--- config.mk ---
export PLATFORM = sky130hd
export DESIGN_NAME = contiguous_block_allocator
export DESIGN_NICKNAME = d
export VERILOG_FILES = /design/src/rtl/cba_pkg.sv /design/src/rtl/cba_ram.sv /design/src/rtl/cba_div.sv /design/src/rtl/contiguous_block_allocator.sv
export SDC_FILE = /design/constraint.sdc
export NUM_CORES = 1
export LEC_CHECK = 0
export BUFFER_PORTS_ARGS = -buffer_cell sky130_fd_sc_hd__buf_2
export CAP_MARGIN = 20
export CORE_MARGIN = 2
export CORE_UTILIZATION = 40
export DETAILED_ROUTE_END_ITERATION = 10
export PLACE_DENSITY_LB_ADDON = 0.2
export SLEW_MARGIN = 15
export SYNTH_ARGS = -nofsm -noshare
export SYNTH_HDL_FRONTEND = slang
export SYNTH_SLANG_ARGS = --single-unit
export TNS_END_PERCENT = 100
--- constraint.sdc ---
create_clock -name clk_i -period 15.94 [get_ports clk_i]
set_input_delay 3.188 -clock clk_i [delete_from_list [all_inputs] [get_ports clk_i]]
set_output_delay 3.188 -clock clk_i [all_outputs]
set_load 0.02 [all_outputs]
--- src/rtl/cba_pkg.sv ---
package cba_pkg;

  localparam int MAX_BLOCKS_DEF = 256;

  localparam int FUNC_W    = 2;
  localparam int SIZE_W    = 24;
  localparam int BB_W      = 17;
  localparam int BIU_W     = 9;
  localparam int HEAD_W    = 8;
  localparam int CFG_IDX_W = 1;
  localparam int WORD_BITS = 8;
  localparam int WORD_SH   = 3;
  localparam int EXT_W     = SIZE_W + 1;
  localparam int DIV_CW    = $clog2(SIZE_W);

  localparam logic [BB_W-1:0]  BB_RESET  = BB_W'(64);
  localparam logic [BB_W-1:0]  BB_MAX    = BB_W'(65536);
  localparam logic [BIU_W-1:0] BIU_RESET = BIU_W'(256);

  typedef enum logic [FUNC_W-1:0] {
    FUNC_ALLOC = 2'd0,
    FUNC_FREE  = 2'd1,
    FUNC_CLEAR = 2'd2
  } func_e;

  typedef enum logic [CFG_IDX_W-1:0] {
    CFG_BLOCK_BYTES   = 1'b0,
    CFG_BLOCKS_IN_USE = 1'b1
  } cfg_idx_e;

  typedef enum logic [3:0] {
    ST_SWEEP,
    ST_IDLE,
    ST_DIV1,
    ST_DIV2,
    ST_SCAN_RD,
    ST_SCAN_EV,
    ST_MARK_RD,
    ST_MARK_WR,
    ST_DONE
  } state_e;

  typedef struct packed {
    logic [FUNC_W-1:0] func;
    logic [SIZE_W-1:0] size_bytes;
    logic [SIZE_W-1:0] offset_in;
  } in_beat_t;

  typedef struct packed {
    logic              ok;
    logic [HEAD_W-1:0] head_block;
    logic [SIZE_W-1:0] offset_out;
  } out_beat_t;

  typedef struct packed {
    logic              done;
    logic [SIZE_W-1:0] quot;
    logic              rem_nz;
  } div_res_t;

endpackage

--- src/rtl/cba_ram.sv ---
module cba_ram #(
  parameter int WIDTH = 8,
  parameter int DEPTH = 32,
  localparam int AW = (DEPTH > 1) ? $clog2(DEPTH) : 1
) (
  input  logic             clk_i,
  input  logic             we_i,
  input  logic [AW-1:0]    waddr_i,
  input  logic [WIDTH-1:0] wdata_i,
  input  logic             re_i,
  input  logic [AW-1:0]    raddr_i,
  output logic [WIDTH-1:0] rdata_o
);

  logic [WIDTH-1:0] mem [DEPTH];
  logic [WIDTH-1:0] rdata_q;

  always_ff @(posedge clk_i) begin
    if (we_i) begin
      mem[waddr_i] <= wdata_i;
    end
    if (re_i) begin
      rdata_q <= mem[raddr_i];
    end
  end

  assign rdata_o = rdata_q;

endmodule

--- src/rtl/cba_div.sv ---
module cba_div (
  input  logic                   clk_i,
  input  logic                   rst_ni,
  input  logic                   start_i,
  input  logic [cba_pkg::SIZE_W-1:0] dividend_i,
  input  logic [cba_pkg::BB_W-1:0]   divisor_i,
  output cba_pkg::div_res_t      res_o
);

  import cba_pkg::*;

  logic              busy_q, busy_d;
  logic              done_q, done_d;
  logic [DIV_CW-1:0] cnt_q, cnt_d;
  logic [SIZE_W-1:0] quot_q, quot_d;
  logic [BB_W-1:0]   rem_q, rem_d;
  logic [BB_W:0]     rem_sh;
  logic              ge;

  // one quotient bit per cycle, restoring
  always_comb begin
    rem_sh = {rem_q, quot_q[SIZE_W-1]};
    ge     = rem_sh >= {1'b0, divisor_i};
    busy_d = busy_q;
    done_d = 1'b0;
    cnt_d  = cnt_q;
    quot_d = quot_q;
    rem_d  = rem_q;
    if (start_i) begin
      busy_d = 1'b1;
      cnt_d  = '0;
      quot_d = dividend_i;
      rem_d  = '0;
    end else if (busy_q) begin
      quot_d = {quot_q[SIZE_W-2:0], ge};
      rem_d  = ge ? BB_W'(rem_sh - {1'b0, divisor_i}) : BB_W'(rem_sh);
      cnt_d  = cnt_q + DIV_CW'(1);
      if (cnt_q == DIV_CW'(SIZE_W - 1)) begin
        busy_d = 1'b0;
        done_d = 1'b1;
      end
    end
  end

  always_ff @(posedge clk_i or negedge rst_ni) begin
    if (!rst_ni) begin
      busy_q <= 1'b0;
      done_q <= 1'b0;
      cnt_q  <= '0;
    end else begin
      busy_q <= busy_d;
      done_q <= done_d;
      cnt_q  <= cnt_d;
    end
  end

  always_ff @(posedge clk_i) begin
    quot_q <= quot_d;
    rem_q  <= rem_d;
  end

  assign res_o.done   = done_q;
  assign res_o.quot   = quot_q;
  assign res_o.rem_nz = rem_q != '0;

endmodule

--- src/rtl/contiguous_block_allocator.sv ---
// channel   direction  handshake                 beat
// in        input      in_valid_i / in_stall_o   in_beat_i   (func, size_bytes, offset_in)
// out       output     out_valid_o / out_stall_i out_beat_o  (ok, head_block, offset_out)
// cfg       input      cfg_we_i                  cfg_idx_i, cfg_wdata_i
//
// one item at a time; the used marks live in a ram of 8-bit words.
// alloc: a divide, then a read and an evaluate per bitmap word scanned, a read and a write per word marked.
// free: two divides, then a read and a write per word touched. clear: one write per word.
// after reset a clearing pass over all ceil(MAX_BLOCKS/8) words runs before any beat is taken.
// the next beat is taken while a result beat is still stalled in the output register.
module contiguous_block_allocator #(
  parameter int MAX_BLOCKS = cba_pkg::MAX_BLOCKS_DEF
) (
  input  logic                          clk_i,
  input  logic                          rst_ni,
  input  logic                          in_valid_i,
  output logic                          in_stall_o,
  input  cba_pkg::in_beat_t             in_beat_i,
  output logic                          out_valid_o,
  input  logic                          out_stall_i,
  output cba_pkg::out_beat_t            out_beat_o,
  input  logic                          cfg_we_i,
  input  logic [cba_pkg::CFG_IDX_W-1:0] cfg_idx_i,
  input  logic [cba_pkg::BB_W-1:0]      cfg_wdata_i
);

  import cba_pkg::*;

  localparam int DEPTH = (MAX_BLOCKS + WORD_BITS - 1) / WORD_BITS;
  localparam int AW    = (DEPTH > 1) ? $clog2(DEPTH) : 1;
  localparam int IX_W  = AW + WORD_SH + 1;
  localparam int PW    = IX_W + BB_W;

  state_e state_q, state_d;

  logic [BB_W-1:0]   bb_cfg_q;
  logic [BIU_W-1:0]  biu_cfg_q;
  logic [BB_W-1:0]   bb;
  logic [IX_W-1:0]   lim;

  logic [AW-1:0]     word_q, word_d;
  logic [IX_W-1:0]   run_q, run_d;
  logic [IX_W-1:0]   start_q, start_d;
  logic [IX_W-1:0]   need_q, need_d;
  logic [IX_W-1:0]   lo_q, lo_d;
  logic [IX_W-1:0]   hi_q, hi_d;
  logic              set_q, set_d;
  logic              is_free_q, is_free_d;
  logic [SIZE_W-1:0] size_q, size_d;
  logic [SIZE_W-1:0] first_q, first_d;
  logic              res_ok_q, res_ok_d;
  logic              res_hit_q, res_hit_d;
  logic              pend_q, pend_d;
  logic              out_valid_q, out_valid_d;
  out_beat_t         out_beat_q, out_beat_d;

  logic              acc;
  logic              out_free;
  logic              div_start;
  logic [SIZE_W-1:0] div_dividend;
  div_res_t          div_res;

  logic              ram_we, ram_re;
  logic [AW-1:0]     ram_waddr, ram_raddr;
  logic [WORD_BITS-1:0] ram_wdata, ram_rdata;

  logic [EXT_W-1:0]  blocks_ext;
  logic              need_bad;
  logic [EXT_W-1:0]  end_ext, hi_ext;
  logic              free_none;
  logic              found_c;
  logic [IX_W-1:0]   run_c, start_c;
  logic [IX_W-1:0]   next_base;
  logic              scan_last, mark_last, sweep_last;
  logic [WORD_BITS-1:0] mark_data;
  logic [PW-1:0]     prod;

  // effective configuration
  always_comb begin
    if (bb_cfg_q == '0) begin
      bb = BB_W'(1);
    end else if (bb_cfg_q > BB_MAX) begin
      bb = BB_MAX;
    end else begin
      bb = bb_cfg_q;
    end
    if (biu_cfg_q == '0) begin
      lim = IX_W'(1);
    end else if (EXT_W'(biu_cfg_q) > EXT_W'(MAX_BLOCKS)) begin
      lim = IX_W'(MAX_BLOCKS);
    end else begin
      lim = IX_W'(biu_cfg_q);
    end
  end

  always_ff @(posedge clk_i or negedge rst_ni) begin
    if (!rst_ni) begin
      bb_cfg_q  <= BB_RESET;
      biu_cfg_q <= BIU_RESET;
    end else if (cfg_we_i) begin
      unique case (cfg_idx_i)
        CFG_BLOCK_BYTES:   bb_cfg_q  <= cfg_wdata_i;
        CFG_BLOCKS_IN_USE: biu_cfg_q <= BIU_W'(cfg_wdata_i);
        default: ;
      endcase
    end
  end

  cba_ram #(
    .WIDTH (WORD_BITS),
    .DEPTH (DEPTH)
  ) u_marks (
    .clk_i   (clk_i),
    .we_i    (ram_we),
    .waddr_i (ram_waddr),
    .wdata_i (ram_wdata),
    .re_i    (ram_re),
    .raddr_i (ram_raddr),
    .rdata_o (ram_rdata)
  );

  cba_div u_div (
    .clk_i      (clk_i),
    .rst_ni     (rst_ni),
    .start_i    (div_start),
    .dividend_i (div_dividend),
    .divisor_i  (bb),
    .res_o      (div_res)
  );

  assign acc      = in_valid_i && !in_stall_o;
  assign out_free = !out_valid_q || !out_stall_i;

  // decisions shared by the next-state and datapath blocks
  always_comb begin
    blocks_ext = EXT_W'(div_res.quot) + EXT_W'(div_res.rem_nz);
    need_bad   = (blocks_ext == '0) || (blocks_ext > EXT_W'(lim));
    end_ext    = EXT_W'(first_q) + blocks_ext;
    hi_ext     = (end_ext < EXT_W'(lim)) ? end_ext : EXT_W'(lim);
    free_none  = (blocks_ext == '0) || (EXT_W'(first_q) >= hi_ext);
    next_base  = (IX_W'(word_q) + IX_W'(1)) << WORD_SH;
    scan_last  = next_base >= lim;
    mark_last  = next_base >= hi_q;
    sweep_last = word_q == AW'(DEPTH - 1);
  end

  // run search over one bitmap word
  always_comb begin
    logic [IX_W-1:0] idx;
    found_c = 1'b0;
    run_c   = run_q;
    start_c = start_q;
    for (int j = 0; j < WORD_BITS; j++) begin
      idx = IX_W'({word_q, WORD_SH'(j)});
      if (!found_c && idx < lim) begin
        if (!ram_rdata[j]) begin
          if (run_c == '0) begin
            start_c = idx;
          end
          run_c = run_c + IX_W'(1);
          if (run_c == need_q) begin
            found_c = 1'b1;
          end
        end else begin
          run_c = '0;
        end
      end
    end
  end

  always_comb begin
    logic [IX_W-1:0] idx;
    mark_data = ram_rdata;
    for (int j = 0; j < WORD_BITS; j++) begin
      idx = IX_W'({word_q, WORD_SH'(j)});
      if (idx >= lo_q && idx < hi_q) begin
        mark_data[j] = set_q;
      end
    end
  end

  assign prod = PW'(start_q) * PW'(bb);

  // next state
  always_comb begin
    state_d = state_q;
    unique case (state_q)
      ST_SWEEP: begin
        if (sweep_last) begin
          state_d = pend_q ? ST_DONE : ST_IDLE;
        end
      end
      ST_IDLE: begin
        if (acc) begin
          case (in_beat_i.func)
            FUNC_ALLOC, FUNC_FREE: state_d = ST_DIV1;
            FUNC_CLEAR:            state_d = ST_SWEEP;
            default:               state_d = ST_DONE;
          endcase
        end
      end
      ST_DIV1: begin
        if (div_res.done) begin
          if (is_free_q) begin
            state_d = ST_DIV2;
          end else begin
            state_d = need_bad ? ST_DONE : ST_SCAN_RD;
          end
        end
      end
      ST_DIV2: begin
        if (div_res.done) begin
          state_d = free_none ? ST_DONE : ST_MARK_RD;
        end
      end
      ST_SCAN_RD: state_d = ST_SCAN_EV;
      ST_SCAN_EV: begin
        if (found_c) begin
          state_d = ST_MARK_RD;
        end else if (scan_last) begin
          state_d = ST_DONE;
        end else begin
          state_d = ST_SCAN_RD;
        end
      end
      ST_MARK_RD: state_d = ST_MARK_WR;
      ST_MARK_WR: state_d = mark_last ? ST_DONE : ST_MARK_RD;
      ST_DONE: begin
        if (out_free) begin
          state_d = ST_IDLE;
        end
      end
      default: state_d = ST_IDLE;
    endcase
  end

  // datapath and ram control
  always_comb begin
    word_d       = word_q;
    run_d        = run_q;
    start_d      = start_q;
    need_d       = need_q;
    lo_d         = lo_q;
    hi_d         = hi_q;
    set_d        = set_q;
    is_free_d    = is_free_q;
    size_d       = size_q;
    first_d      = first_q;
    res_ok_d     = res_ok_q;
    res_hit_d    = res_hit_q;
    pend_d       = pend_q;
    out_valid_d  = out_valid_q && out_stall_i;
    out_beat_d   = out_beat_q;
    div_start    = 1'b0;
    div_dividend = in_beat_i.size_bytes;
    ram_we       = 1'b0;
    ram_waddr    = word_q;
    ram_wdata    = '0;
    ram_re       = 1'b0;
    ram_raddr    = word_q;
    unique case (state_q)
      ST_SWEEP: begin
        ram_we = 1'b1;
        word_d = sweep_last ? '0 : word_q + AW'(1);
      end
      ST_IDLE: begin
        if (acc) begin
          is_free_d = in_beat_i.func == FUNC_FREE;
          size_d    = in_beat_i.size_bytes;
          res_ok_d  = 1'b0;
          res_hit_d = 1'b0;
          word_d    = '0;
          case (in_beat_i.func)
            FUNC_ALLOC: div_start = 1'b1;
            FUNC_FREE: begin
              div_start    = 1'b1;
              div_dividend = in_beat_i.offset_in;
            end
            FUNC_CLEAR: begin
              res_ok_d = 1'b1;
              pend_d   = 1'b1;
            end
            default: ;
          endcase
        end
      end
      ST_DIV1: begin
        if (div_res.done) begin
          if (is_free_q) begin
            first_d      = div_res.quot;
            div_start    = 1'b1;
            div_dividend = size_q;
          end else begin
            need_d  = IX_W'(blocks_ext);
            run_d   = '0;
            start_d = '0;
            word_d  = '0;
          end
        end
      end
      ST_DIV2: begin
        if (div_res.done) begin
          res_ok_d = 1'b1;
          lo_d     = IX_W'(first_q);
          hi_d     = IX_W'(hi_ext);
          set_d    = 1'b0;
          word_d   = AW'(first_q >> WORD_SH);
        end
      end
      ST_SCAN_RD: begin
        ram_re = 1'b1;
      end
      ST_SCAN_EV: begin
        run_d   = run_c;
        start_d = start_c;
        if (found_c) begin
          res_ok_d  = 1'b1;
          res_hit_d = 1'b1;
          lo_d      = start_c;
          hi_d      = start_c + need_q;
          set_d     = 1'b1;
          word_d    = AW'(start_c >> WORD_SH);
        end else if (!scan_last) begin
          word_d = word_q + AW'(1);
        end
      end
      ST_MARK_RD: begin
        ram_re = 1'b1;
      end
      ST_MARK_WR: begin
        ram_we    = 1'b1;
        ram_wdata = mark_data;
        if (!mark_last) begin
          word_d = word_q + AW'(1);
        end
      end
      ST_DONE: begin
        if (out_free) begin
          pend_d                = 1'b0;
          out_valid_d           = 1'b1;
          out_beat_d.ok         = res_ok_q;
          out_beat_d.head_block = res_hit_q ? HEAD_W'(start_q) : '0;
          out_beat_d.offset_out = res_hit_q ? SIZE_W'(prod) : '0;
        end
      end
      default: ;
    endcase
  end

  always_ff @(posedge clk_i or negedge rst_ni) begin
    if (!rst_ni) begin
      state_q     <= ST_SWEEP;
      word_q      <= '0;
      pend_q      <= 1'b0;
      out_valid_q <= 1'b0;
    end else begin
      state_q     <= state_d;
      word_q      <= word_d;
      pend_q      <= pend_d;
      out_valid_q <= out_valid_d;
    end
  end

  always_ff @(posedge clk_i) begin
    run_q      <= run_d;
    start_q    <= start_d;
    need_q     <= need_d;
    lo_q       <= lo_d;
    hi_q       <= hi_d;
    set_q      <= set_d;
    is_free_q  <= is_free_d;
    size_q     <= size_d;
    first_q    <= first_d;
    res_ok_q   <= res_ok_d;
    res_hit_q  <= res_hit_d;
    out_beat_q <= out_beat_d;
  end

  assign in_stall_o  = state_q != ST_IDLE;
  assign out_valid_o = out_valid_q;
  assign out_beat_o  = out_beat_q;

  a_take_one: assert property (@(posedge clk_i) disable iff (!rst_ni)
    acc |=> in_stall_o)
    else $error("second beat taken while busy");

  a_no_write_idle: assert property (@(posedge clk_i) disable iff (!rst_ni)
    (state_q == ST_IDLE || state_q == ST_DONE) |-> !ram_we)
    else $error("bitmap written outside an operation");

  a_div_done_owned: assert property (@(posedge clk_i) disable iff (!rst_ni)
    div_res.done |-> (state_q == ST_DIV1 || state_q == ST_DIV2))
    else $error("divider finished with no waiting step");

  a_one_result: assert property (@(posedge clk_i) disable iff (!rst_ni)
    (out_valid_o && !out_stall_i && state_q != ST_DONE) |=> !out_valid_o)
    else $error("result beat repeated");

endmodule
# --- After elaboration in Yosys (flattened, before gate mapping) ---
# Memory sizes are Yosys's and may differ from the RTL's. A register that Yosys moved wholly into a read port is not among the register bits.
# Index checks and enable logic that the tools add are counted.
totals:
  n_memories: 1
  output_inout_bits: 35
  elab_cells: 325
  input_bits: 73
  ram_bits: 256
  register_bits: 215
mem_list:
  columns: ["memory", "words", "word_bits", "rd", "rd_ports_with_merged_regs", "wr", "line_no", "rtl"]
  rows:
  - ["u_marks.mem", 32, 8, 1, 1, 1, "cba_ram.sv:15", "logic [WIDTH-1:0] mem [DEPTH];"]
op_classes:
  n_reduce_logical: 67
  mux: 151
  multipliers: 1
  n_eq_ne: 31
  order_cmp: 32
  bitwise_logic: 2
  add_sub_neg: 15
op_table:
  columns: ["op", "count"]
  rows:
  - ["$mux 9", 48]
  - ["$lt 8x9->1", 16]
  - ["$mux 24", 6]
  - ["$logic_not 9->1", 9]
  - ["$add 9x1->9 const B", 8]
  - ["$eq 9x9->1", 8]
  - ["$ge 8x9->1", 8]
  - ["$pmux 9 s2", 4]
  - ["$mux 1", 57]
  - ["$mux 17", 3]
  - ["$mux 5", 10]
  - ["$mux 4", 12]
  - ["$pmux 24 s2", 1]
  - ["$pmux 4 s9", 1]
  - ["$pmux 5 s6", 1]
  - ["$add 24x1->25", 1]
  - ["$add 24x25->25", 1]
  - ["$ge 24x25->1", 1]
  - ["$gt 25x9->1", 1]
  - ["$logic_not 25->1", 1]
  - ["$lt 25x9->1", 1]
  - ["$mux 25", 1]
  - ["$mul 9x17->24", 1]
  - ["$ge 18x17->1", 1]
  - ["other kinds (39)", 98]

# --- Logic depth before layout (Yosys ltp) ---
depth:
  depth_word: 36
  mapped_depth: 67
  mapped_depth_nobuf: 59

# --- By module ---
# Synthesis repeated with hierarchy kept, for this count alone.
hier_totals:
  cells_unflattened: 3336
  hier_area_um2: 35320.1
by_module_without_submodules:
  columns: ["module", "seq_area_each_um2", "n_inst", "cells_each", "area_each_um2"]
  rows:
  - ["contiguous_block_allocator", 4832.1, 1, 2603, 22093.7]
  - ["cba_ram", 7927.6, 1, 417, 10133.5]
  - ["cba_div", 1236.2, 1, 316, 3093.0]

# --- Worst setup path after synthesis ---
# OpenSTA, ideal clock, no wires.
synth_path:
  path_kind: "flip-flop to flip-flop"
  start: "reg word_q[0] (netlist: ram_raddr[0])"
  end: "reg hi_q[0] (enable)"
  synth_period_minus_slack_ps: 13630
  path_buffers: 8
  stages_incl_launch_ff: 52
  t_required_ps: 15536
  t_arrival_ps: 13226
  setup_ps: 404
  path_slack_ps: 2310
  cell_sequence: "dfrtp_1 clkbuf_1 buf_1 buf_1 inv_1 ha_1 or3b_1 nor2_2 a21oi_2 mux2i_1 inv_1 ha_1 buf_1 and2_1 a21o_1 buf_2 a211o_1 a2111oi_2 [... 16 more ...] or4_4 and3_4 o21ai_2 buf_4 mux2i_1 inv_1 ha_1 inv_1 nor3_1 o21bai_4 or3_1 a211oi_1 a211oi_4 xnor2_1 or4_4 a221oi_4 o21ai_1 a22oi_1"
synth_via:
  elab_chain_len: 33
  elab_cells_between_ends: 73
  cone_classes: "7 x add/sub; 8 x order compare; 8 x eq/ne; 35 x mux; 15 x reduce/logical"
synth_lines:
  columns: ["item", "line_no", "rtl"]
  rows:
  - ["from (decl)", "contiguous_block_allocator.sv:41", "logic [AW-1:0] word_q, word_d;"]
  - ["from (signal assigned)", "contiguous_block_allocator.sv:358", "word_q <= word_d;"]
  - ["branches (longest 30 deep; another with $lt 8x9->1)", null, null]
  - ["$mux 1 *", "contiguous_block_allocator.sv:155", "if (!found_c && idx < lim) begin"]
  - ["$ne 2x2->1 (no source line) *", null, null]
  - ["$reduce_and 3->1 (no source line) *", null, null]
  - ["to (signal assigned)", "contiguous_block_allocator.sv:369", "hi_q <= hi_d;"]
  - ["to (decl)", "contiguous_block_allocator.sv:46", "logic [IX_W-1:0] hi_q, hi_d;"]
# Mark *: on every way between the ends.
# A chain may end at the register's enable or synchronous reset.

# --- Final worst setup path ---
layout_path:
  start: "reg biu_cfg_q[8]"
  end: "reg hi_q[8], data pin"
layout_via:
  elab_chain_len: 36
  elab_cells_between_ends: 105
  cone_classes: "7 x add/sub; 10 x order compare; 6 x eq/ne; 60 x mux; 22 x reduce/logical"
layout_lines:
  columns: ["item", "line_no", "rtl"]
  rows:
  - ["from (decl)", "contiguous_block_allocator.sv:37", "logic [BIU_W-1:0] biu_cfg_q;"]
  - ["from (signal assigned)", "contiguous_block_allocator.sv:103", "CFG_BLOCKS_IN_USE: biu_cfg_q <= BIU_W'(cfg_wdata_i);"]
  - ["$gt 9x9->1", "contiguous_block_allocator.sv:89", "end else if (EXT_W'(biu_cfg_q) > EXT_W'(MAX_BLOCKS)) begin"]
  - ["$mux 9", "contiguous_block_allocator.sv:89", null]
  - ["$mux 9 *", "contiguous_block_allocator.sv:87", "if (biu_cfg_q == '0) begin"]
  - ["branches (longest 29 deep; another with $lt 8x9->1)", null, null]
  - ["$mux 9 *", "contiguous_block_allocator.sv:155", null]
  - ["named net start_c[3]", "contiguous_block_allocator.sv:72", "logic [IX_W-1:0] run_c, start_c;"]
  - ["$add 9x9->9 *", "contiguous_block_allocator.sv:320", "hi_d = start_c + need_q;"]
  - ["$mux 9 *", "contiguous_block_allocator.sv:316", "if (found_c) begin"]
  - ["$pmux 9 s2 *", "contiguous_block_allocator.sv:261", "unique case (state_q)"]
  - ["named net hi_d[8]", "contiguous_block_allocator.sv:46", null]
# Mark *: on every way through the listed nets, which the timed path passes. The select of a mux whose other input is x is not followed.

==> reports/qor.txt <==
Routed vias/inst -> 5.74
Tcrit/Tclk final -> 0.929
Antenna Violating Nets Remaining -> 0
Num CTS Buffers -> 53
Total power draw -> 7.46 mW
Detailed Route WL -> 99,700 um
Final nets -> 3,686
Leakage -> 14.4 nW
Post-synthesis cell count -> 3,251
Async SR Flop Fraction -> 0.0919
Clock period minus worst slack -> 14,800 ps
Hold Slack -> 453 ps
CTS tree -> done
Fraction of layout cells with a size suffix above 1 -> 0.140
Synth area leaders -> edfxtp_1 36%, ha_1 6.6%, fa_1 6.3%
Initial core utilization -> 0.405
# IOs -> 108
First-pass DRT Iterations -> 8
Sink Count -> 479
Fmax -> 0.0675 GHz
Final Hold Viols -> 0
Clk Latency, worst-skew pair -> 630 ps
Max Root-Sink Buffers -> 3
Avg Cell Area, Syn -> 10.6 sq um
Total number of vias -> 25,900
Chip width -> 298 um
Library cells used by synthesis -> 136
Min-Delay Path Class -> reg -> reg
PwrDens -> 196 mW/mm^2
Total grt overflow -> 0
RSZ-0062 raised after global routing -> false
CTS H-tree depth -> 2
Number of global-route vias before repair -> 25,600
Cell taking the most area after synthesis -> edfxtp_1
1st-iter DRT viols -> 2,350
Global placer's final weighted congestion -> 0.926
Yosys top cell area share -> 0.363
Final worst setup slack -> 1140 ps
Ys flop type -> edfxtp_1
FP Rows -> 107
Worst Tran Pin Value -> 1180 ps
Residual DRC -> 0
Clock Pin Slew Worst Setup and Hold Paths -> 60 ps
EDFF count, synth -> 418
Setup violators final -> 0
Core ar. -> 0.0854 sq mm
Ys Warns -> 0
P&R area growth vs syn -> 10.4%
CP Capture Type -> flop
CP max FO -> 13
Worst vdd ir -> 0.000104 V
Post-synthesis sequential area ratio -> 0.405
Initial antenna violation count -> 3
Die span in y -> 298 um
Gr usage total -> 0.223
Port Buf Inserts -> 107
Req. time, crit path -> 16,280 ps
Detailed Place HPWL -> 73,900 um
Max-Cap Viols -> 0
Outcome -> finished clean
Slowest cell on crit path -> dfstp_2
Yosys reg bits -> 479
Full die area -> 0.0888 sq mm
Worst Setup Start Kind -> flop
Hold buffer count at cts -> 0
CP peak stage delay -> 600 ps
Crit path DAT -> 15,140 ps
Routed wire per std cell -> 22.1 um
CTS Root Cell -> clkbuf_16
Max transition margin -> 0.205
Max Slew Vio Count -> 0
Final Skew -> 51.9 ps
Setup Slack @ Placement -> 657 ps
Worst Setup Path Type -> reg -> reg
Cell Area, Synth -> 0.0346 sq mm
Largest net degree at the start of global routing -> 45
Final setup TNS -> 0 ps
Global-route wire length before repair -> 155,000 um
## stage by stage
stage | area (sq um) | cells | utilization
final | 38100 | 4509 | 0.446
after global routing | 38100 | 4508 | 0.446
after CTS | 38100 | 4502 | 0.446
after detailed placement | 36300 | 4407 | 0.425
after global placement | 36300 | 4407 | 0.425
after floorplan | 34600 | 3265 | -
## path summary, 6_finish.rpt
check,endpoint,start,slack [ps],cells after the start
worst min register to register,out_beat_o[32]$_DFFE_PP_,res_ok_q$_SDFFCE_PN1P_,450,0
max in group asynchronous,ram_raddr[0]$_DFFE_PN0P_,rst_ni,12690,2
worst max register to register,hi_q[8]$_DFFE_PP_,biu_cfg_q[8]$_DFFE_PN1P_,1140,56
min in group asynchronous,bb_cfg_q[11]$_DFFE_PN0P_,rst_ni,2690,2
worst max-delay path,hi_q[8]$_DFFE_PP_,biu_cfg_q[8]$_DFFE_PN1P_,1140,56
worst min-delay path,out_beat_o[32]$_DFFE_PP_,res_ok_q$_SDFFCE_PN1P_,450,0
## power breakdown
group / total, mW / switching, mW / internal, mW
clock network: 1.24 / 0.528 / 0.713
logic: 4.41 / 2.62 / 1.80
registers: 1.81 / 0.176 / 1.63
## worst max-delay path: cells and delay by family, from the launching register on
family | cells | cell delay (ps)
AOI/OAI and AO/OA | 22 | 5380
adders and majority gates | 5 | 1610
DFF | 1 | 600
and+or+nand+nor | 17 | 4600
buffers and inverters | 7 | 1160
muxes | 3 | 920
xor gates and xnor gates | 2 | 240
## synth_stat cells (all sizes together) (73+ instances only)
| library cell | count |
|---|---|
| ha | 183 |
| nor2 | 252 |
| inv | 227 |
| edfxtp | 418 |
| xnor2 | 116 |
| a21oi | 189 |
| nand2 | 273 |
| nand3 | 73 |
| clkbuf | 117 |
| fa | 108 |
| o21ai | 113 |
| and2 | 87 |
## what timing repair did
action / CTS / global route
buffers inserted: 0 / 3
endpoints found under the setup margin: 0 / 4
gates resized for setup: 0 / 4
## logic make-up (layout without fill, tap and decap cells)
family,after synthesis,count (layout),share of synthesized area
multiplexers,140,140,0.0651
buffers and inverters,393,490,0.0454
adder cells (fa/ha/maj),291,291,0.129
AO/OA/AOI/OAI,731,731,0.156
XOR/XNOR,175,175,0.0478
other,1,18,0.000109
AND/OR/NAND/NOR,1041,1041,0.152
flip-flops,479,479,0.405
## routing by layer
| layer | global-route usage | part of all wire | up-vias |
|---|---|---|---|
| li1 | - | - | 12100 |
| met1 | 0.306 | 0.44 | 12800 |
| met2 | 0.370 | 0.48 | 754 |
| met3 | 0.0235 | 0.047 | 170 |
| met4 | 0.0707 | 0.033 | 0 |
| met5 | 0 | 0 | - |
## sequential cells by signal, summed over array words and instances (netlist names), 4 cells and up
name	cells
u_div.quot_q	24
size_q	24
u_div.cnt_q	5
need_q	9
run_q	9
bb_cfg_q	17
ram_raddr	5
state_q	4
biu_cfg_q	9
u_marks.mem	256
u_marks.rdata_o	8
hi_q	9
start_q	9
out_beat_o	33
lo_q	9
first_q	24
u_div.rem_q	17
## cell type report
class	count	area, sq um
antenna	3	7.51
clock buffer	60	1350
clock inverter	35	402
fill	8158	47300
inverter	230	863
multi-input combinational	2393	19100
sequential	479	14000
tap	1144	1430
timing repair buffer	165	971
## cell usage in the layout (no fill, tap or decap), types with 72 or more instances in the layout
cell type,count
buf_2,107
a21oi_1,179
nand3_1,72
nor2_1,237
edfxtp_1,418
and2_1,87
fa_1,108
o21ai_0,97
nand2_1,270
ha_1,183
inv_1,225
xnor2_1,113
Power figures use the tool's default switching activity.
